**src/sv/pwm_clock_divider_search_top_assert.svh**
```systemverilog
// Assertion macros for the PWM clock divider search block.
// Used by the top level only; needs clk and rst_n in scope.
`ifndef PWM_CLOCK_DIVIDER_SEARCH_TOP_ASSERT_SVH
`define PWM_CLOCK_DIVIDER_SEARCH_TOP_ASSERT_SVH

// same-cycle implication
`define PCDS_ASSERT_IMP(lbl, ante, cons, msg) \
  lbl: assert property (@(posedge clk) disable iff (!rst_n) (ante) |-> (cons)) \
    else $error(msg);

// next-cycle implication
`define PCDS_ASSERT_NXT(lbl, ante, cons, msg) \
  lbl: assert property (@(posedge clk) disable iff (!rst_n) (ante) |=> (cons)) \
    else $error(msg);

`endif

```
**src/sv/pcds_pkg.sv**
```systemverilog
// Package for the PWM clock divider search: constants, widths, FSM state type,
// and the structs passed between the sequencer and the quotient unit. No dependencies.
package pcds_pkg;

  localparam int BASE_FREQ        = 160000000;
  localparam int MAX_BUFFER_BYTES = 1024;
  localparam int MAX_DIVIDER      = 63;
  localparam int FRAC_BITS        = 16;

  localparam int RATE_W = 28;
  localparam int DIV_W  = 6;
  localparam int LEN_W  = 11;
  localparam int LVL_W  = 14;

  // achieved rate in Q16 is floor(ACH_NUM / (d1*d2))
  localparam longint unsigned ACH_NUM =
    (longint'(BASE_FREQ) << FRAC_BITS) / (8 * MAX_BUFFER_BYTES);
  localparam int ACH_W = $clog2(ACH_NUM + 1);
  localparam int CMP_W = RATE_W + FRAC_BITS;

  localparam int PB_W  = 2 * DIV_W;
  localparam int DEN_W = PB_W + RATE_W + 3;
  localparam int NUM_W = $clog2(BASE_FREQ + 1);
  localparam int CNT_W = $clog2(NUM_W);

  typedef enum logic [2:0] {
    S_IDLE,
    S_INIT,
    S_SCAN,
    S_DRAIN,
    S_PROD,
    S_DEN,
    S_DIV,
    S_DONE
  } pcds_state_t;

  typedef struct packed {
    logic             vld;
    logic [DIV_W-1:0] d1;
    logic [DIV_W-1:0] d2;
  } pcds_pair_t;

  typedef struct packed {
    logic             vld;
    logic [DIV_W-1:0] d1;
    logic [DIV_W-1:0] d2;
    logic [ACH_W-1:0] ach;
  } pcds_res_t;

endpackage

```
**src/sv/pcds_quot.sv**
```systemverilog
// Pipelined achieved-rate unit: floor(ACH_NUM/(d1*d2)), one pair per cycle.
// Depends on pcds_pkg. Uses a quotient table for d1 and a reciprocal multiply for d2.
module pcds_quot import pcds_pkg::*; (
  input  logic       clk,
  input  logic       rst_n,
  input  pcds_pair_t iss,
  output pcds_res_t  res,
  output logic       busy
);

  localparam int TBL_N = 2 ** DIV_W;
  localparam int QD_W  = ACH_W + DIV_W;

  logic [ACH_W-1:0] kdiv_tbl  [TBL_N];
  logic [ACH_W-1:0] recip_tbl [TBL_N];

  for (genvar G = 0; G < TBL_N; G++) begin : g_tbl
    if (G < 2) begin : g_unused
      assign kdiv_tbl[G]  = '0;
      assign recip_tbl[G] = '0;
    end else begin : g_entry
      localparam longint unsigned KD = ACH_NUM / G;
      localparam longint unsigned RC = (longint'(1) << ACH_W) / G;
      assign kdiv_tbl[G]  = ACH_W'(KD);
      assign recip_tbl[G] = ACH_W'(RC);
    end
  end

  logic               v1_r, v2_r, v3_r;
  logic [DIV_W-1:0]   d1_1_r, d2_1_r, d1_2_r, d2_2_r, d1_3_r, d2_3_r;
  logic [ACH_W-1:0]   x1_r, m1_r, x2_r, q3_r;
  logic [2*ACH_W-1:0] prod2_r;

  logic [ACH_W-1:0] q0;
  logic [QD_W-1:0]  qd;
  logic [QD_W-1:0]  rr;
  logic             fix;
  logic [ACH_W-1:0] q_nxt;

  always_comb begin
    q0    = prod2_r[2*ACH_W-1 -: ACH_W];
    qd    = QD_W'(q0) * QD_W'(d2_2_r);
    rr    = QD_W'(x2_r) - qd;
    fix   = rr >= QD_W'(d2_2_r);
    q_nxt = q0 + ACH_W'(fix);
  end

  always_ff @(posedge clk) begin
    if (!rst_n) begin
      v1_r <= 1'b0;
      v2_r <= 1'b0;
      v3_r <= 1'b0;
    end else begin
      v1_r <= iss.vld;
      v2_r <= v1_r;
      v3_r <= v2_r;
    end
  end

  always_ff @(posedge clk) begin
    d1_1_r  <= iss.d1;
    d2_1_r  <= iss.d2;
    x1_r    <= kdiv_tbl[iss.d1];
    m1_r    <= recip_tbl[iss.d2];
    d1_2_r  <= d1_1_r;
    d2_2_r  <= d2_1_r;
    x2_r    <= x1_r;
    prod2_r <= (2*ACH_W)'(x1_r) * (2*ACH_W)'(m1_r);
    d1_3_r  <= d1_2_r;
    d2_3_r  <= d2_2_r;
    q3_r    <= q_nxt;
  end

  assign res.vld = v3_r;
  assign res.d1  = d1_3_r;
  assign res.d2  = d2_3_r;
  assign res.ach = q3_r;
  assign busy    = v1_r | v2_r | v3_r;

endmodule

```
**config.mk**
```make
export PLATFORM = sky130hd
export DESIGN_NAME = pcds_quot
export DESIGN_NICKNAME = d
export VERILOG_FILES = /design/src/sv/pwm_clock_divider_search_top_assert.svh /design/src/sv/pcds_pkg.sv /design/src/sv/pcds_quot.sv
export SDC_FILE = /design/constraint.sdc
export NUM_CORES = 2
export LEC_CHECK = 0
export BUFFER_PORTS_ARGS = -buffer_cell sky130_fd_sc_hd__buf_2
export CAP_MARGIN = 20
export CORE_MARGIN = 4
export CORE_UTILIZATION = 50
export DETAILED_ROUTE_END_ITERATION = 12
export PLACE_DENSITY = 0.78
export SLEW_MARGIN = 25
export SYNTH_ARGS = -nofsm -noshare
export SYNTH_HDL_FRONTEND = slang
export SYNTH_SLANG_ARGS = --single-unit
```
**constraint.sdc**
```tcl
create_clock -name clk -period 10.9 [get_ports clk]
set_clock_uncertainty 0.05 [all_clocks]
set_input_delay 1.635 -clock clk [delete_from_list [all_inputs] [get_ports clk]]
set_output_delay 1.635 -clock clk [all_outputs]
set_load 0.01 [all_outputs]
```
==> qor.yml <==
yosys:
  syn_nets: 6692
  synth_edf_count: 0
  synth_cell_type_count: 81
  synth-seq-cells: 192
  yosys_warnings: 0
  syn-cell-area_sq_um: 45200
  synthFlopType: "dfxtp_1"
  synthArstFlopShare_pct: 0
  ys_seq_area_share_pct: 8.50
  avgSynthCellArea_sq_um: 8.41
  syn_inst: 5378
floorplan:
  initial_utilization_pct: 50.3
  chipWidth_um: 309
  row_count: 110
  die_area_sq_um: 95400
  num_io_pins: 60
  die_h_um: 309
  core_area_sq_um: 89900
grt:
  met2_usage_pct: 44.2
  grt_first_pass_wirelength_um: 212000
  use_met3_pct: 8.16
  overflow: 0
  busiest_layer: "met2"
  gr-usage-met1_pct: 37.8
  first_global_vias: 38828
  grt_max_degree: 104
  grt_usage_pct: 28.2
  antenna_found_initial: 2
clock_network:
  cts_setup_buffers: 0
  ctsResizeCount: 0
  cts_num_sinks: 192
  clk_pin_slew_ns: 0.08
  cts_tree: "done"
  cts-htree-levels: 4
  hold_buffers: 0
  cts_max_path_buffers: 2
  clkLatencyLatePin_ns: 0.49
  clockRootBuffer: "clkbuf_16"
  cts_buffers: 17
setup_path:
  critPathArrivalTime_ns: 9.62
  path_class: "register to register"
  cpMostUsedCell: "fa_1"
  rr_startpoint: "x1_r[10]$_DFF_P_"
  start_kind: "register"
  r2r_cells: 26
  worstPathMaxFanout: 18
  worst_path_max_delay_cell: "dfxtp_1"
  r2r_end: "prod2_r[57]$_DFF_P_"
  max_stage_delay_ns: 0.92
  r2r_slack_ns: 1.60
  required_ns: 11.22
  end_kind: "register"
sta:
  setup_violations: 0
  finalMaxSlewViolations: 0
  min_period_over_period_pct: 85.3
  fmax_ghz: 0.108
  fin_crit_ns: 9.30
  tightest_slew_ns: 1.10
  relSlewSlack_pct: 26.2
  finalSetupTns_ns: 0
  rsz0062_at_grt: "no"
  timing.final.hold_violations: 0
cells_and_area:
  layout_common_cells: "nand2_1, inv_1, fa_1"
  area_growth_pct: 3.56
  final_common_cell: "nand2_1"
  drive_above_1_share_pct: 3.87
  final_nets: 6497
route:
  vias: 37346
  routed_wl_um: 133000
  drc: 0
  ant_nets: 0
  first_iter_violations: 3948
  firstDrtPassIters: 6
  viasPerCell: 5.86
  routedWlPerCell_um: 20.8
run_status:
  status: "completed"
run:
  maxCapViolCount: 0
placement:
  dp_hpwl_um: 102000
  port-buffer-count: 59
  place_congestion: 1.00
hold_path:
  hp-start: "d1_1_r[0]$_DFF_P_"
  hold_path_class: "register to register"
  whs_endpoint: "d1_2_r[0]$_DFF_P_"
  hold_depth: 0
[layout make-up]
class,count,area (sq um)
tap,1176,1470
timing repair buffer,140,903
clock buffer,19,443
sequential,192,3850
multi-input combinational,3828,36300
antenna,2,5.00
clock inverter,13,121
fill,8103,43000
inverter,1004,3770
[layer usage]
metal	wire [um]	vias up
li1	-	16083
met1	51900	18554
met5	41	-
met2	59400	2315
met3	16500	388
met4	4670	6
[metrics by stage]
step	util [%]	setup slack (ns)	hold slack (ns)	instance area, sq um	std cells
3_5_place_dp	51.5	1.74	0.262	46300	6340
5_1_grt	52.1	1.40	0.283	46900	6372
2_1_floorplan	-	3.53	0.260	45200	5378
6_report	52.1	1.60	0.279	46900	6374
3_3_place_gp	51.5	1.47	0.260	46300	6340
4_1_cts	52.1	1.74	0.280	46900	6372
[cell usage after synthesis, types with 4 or more instances]
| library cell | n | area (sq um) |
|---|---|---|
| a211oi_1 | 40 | 300 |
| xnor2_1 | 54 | 473 |
| a32oi_1 | 5 | 43.8 |
| fa_1 | 951 | 19000 |
| nor3_1 | 51 | 255 |
| o221ai_1 | 11 | 96.3 |
| a221oi_1 | 8 | 70.1 |
| nor3b_1 | 5 | 37.5 |
| nor4_1 | 7 | 43.8 |
| nand4_1 | 31 | 194 |
| a21boi_0 | 6 | 45.0 |
| o21a_1 | 25 | 188 |
| nand3_1 | 65 | 325 |
| nor2b_1 | 15 | 93.8 |
| or2_2 | 9 | 56.3 |
| a311oi_1 | 10 | 87.6 |
| dfxtp_1 | 192 | 3840 |
| mux2i_1 | 9 | 90.1 |
| o31ai_1 | 10 | 75.1 |
| a41oi_1 | 4 | 35.0 |
| a21oi_1 | 223 | 1120 |
| clkbuf_1 | 335 | 1260 |
| a311o_1 | 6 | 60.1 |
| xor2_1 | 31 | 272 |
| nor2_1 | 154 | 578 |
| nand2_1 | 1109 | 4160 |
| a31oi_1 | 34 | 213 |
| and3_1 | 18 | 113 |
| ha_1 | 348 | 4350 |
| o21bai_1 | 15 | 113 |
| buf_1 | 15 | 56.3 |
| nand2b_1 | 12 | 75.1 |
| a211o_1 | 7 | 61.3 |
| inv_1 | 1001 | 3760 |
| o22ai_1 | 15 | 93.8 |
| a21o_1 | 42 | 315 |
| o211ai_1 | 33 | 248 |
| and4_1 | 7 | 61.3 |
| o21ai_0 | 160 | 801 |
| and2_1 | 225 | 1410 |
| o311ai_0 | 7 | 61.3 |
| or3_1 | 6 | 37.5 |
| a22oi_1 | 7 | 52.6 |
| a2111oi_0 | 5 | 43.8 |
[how the worst max path moves through the flow]
stage                           from                  end  slack [ns]  cells after the start
finish              x1_r[10]$_DFF_P_  prod2_r[57]$_DFF_P_        1.60                     26
detailed placement  x1_r[10]$_DFF_P_  prod2_r[57]$_DFF_P_        1.74                     26
global route        x1_r[10]$_DFF_P_  prod2_r[57]$_DFF_P_        1.40                     26
CTS                 x1_r[10]$_DFF_P_  prod2_r[57]$_DFF_P_        1.74                     26
floorplan           x1_r[18]$_DFF_P_  prod2_r[57]$_DFF_P_        3.53                     26
global placement    x1_r[10]$_DFF_P_  prod2_r[57]$_DFF_P_        1.47                     26
[flip-flops by register name, indices dropped and copies added, names as in the netlist, 30 cells and up]
name     count
x2_r        30
q3_r        31
x1_r        30
m1_r        31
prod2_r     31
[worst max-delay path: cells and delay by family (launching register included)]
| family | cells | cell delay (ns) |
|---|---|---|
| buf+inv | 6 | 0.72 |
| flops | 1 | 0.92 |
| xor+xnor | 1 | 0.18 |
| simple gates | 2 | 0.53 |
| compound gates | 8 | 2.46 |
| fa+ha+maj | 9 | 4.29 |
[cells by family after synthesis]
family	share of synthesized area [%]
buffers and inverters	11.3
AOI/OAI and AO/OA	9.83
adders and majority gates	51.7
DFF	8.50
muxes	0.373
and+or+nand+nor	16.7
xor gates and xnor gates	1.65
Power is left out: the tool's default activity adds up to more than one toggle a clock period on the data nets, which glitch-free logic cannot reach.
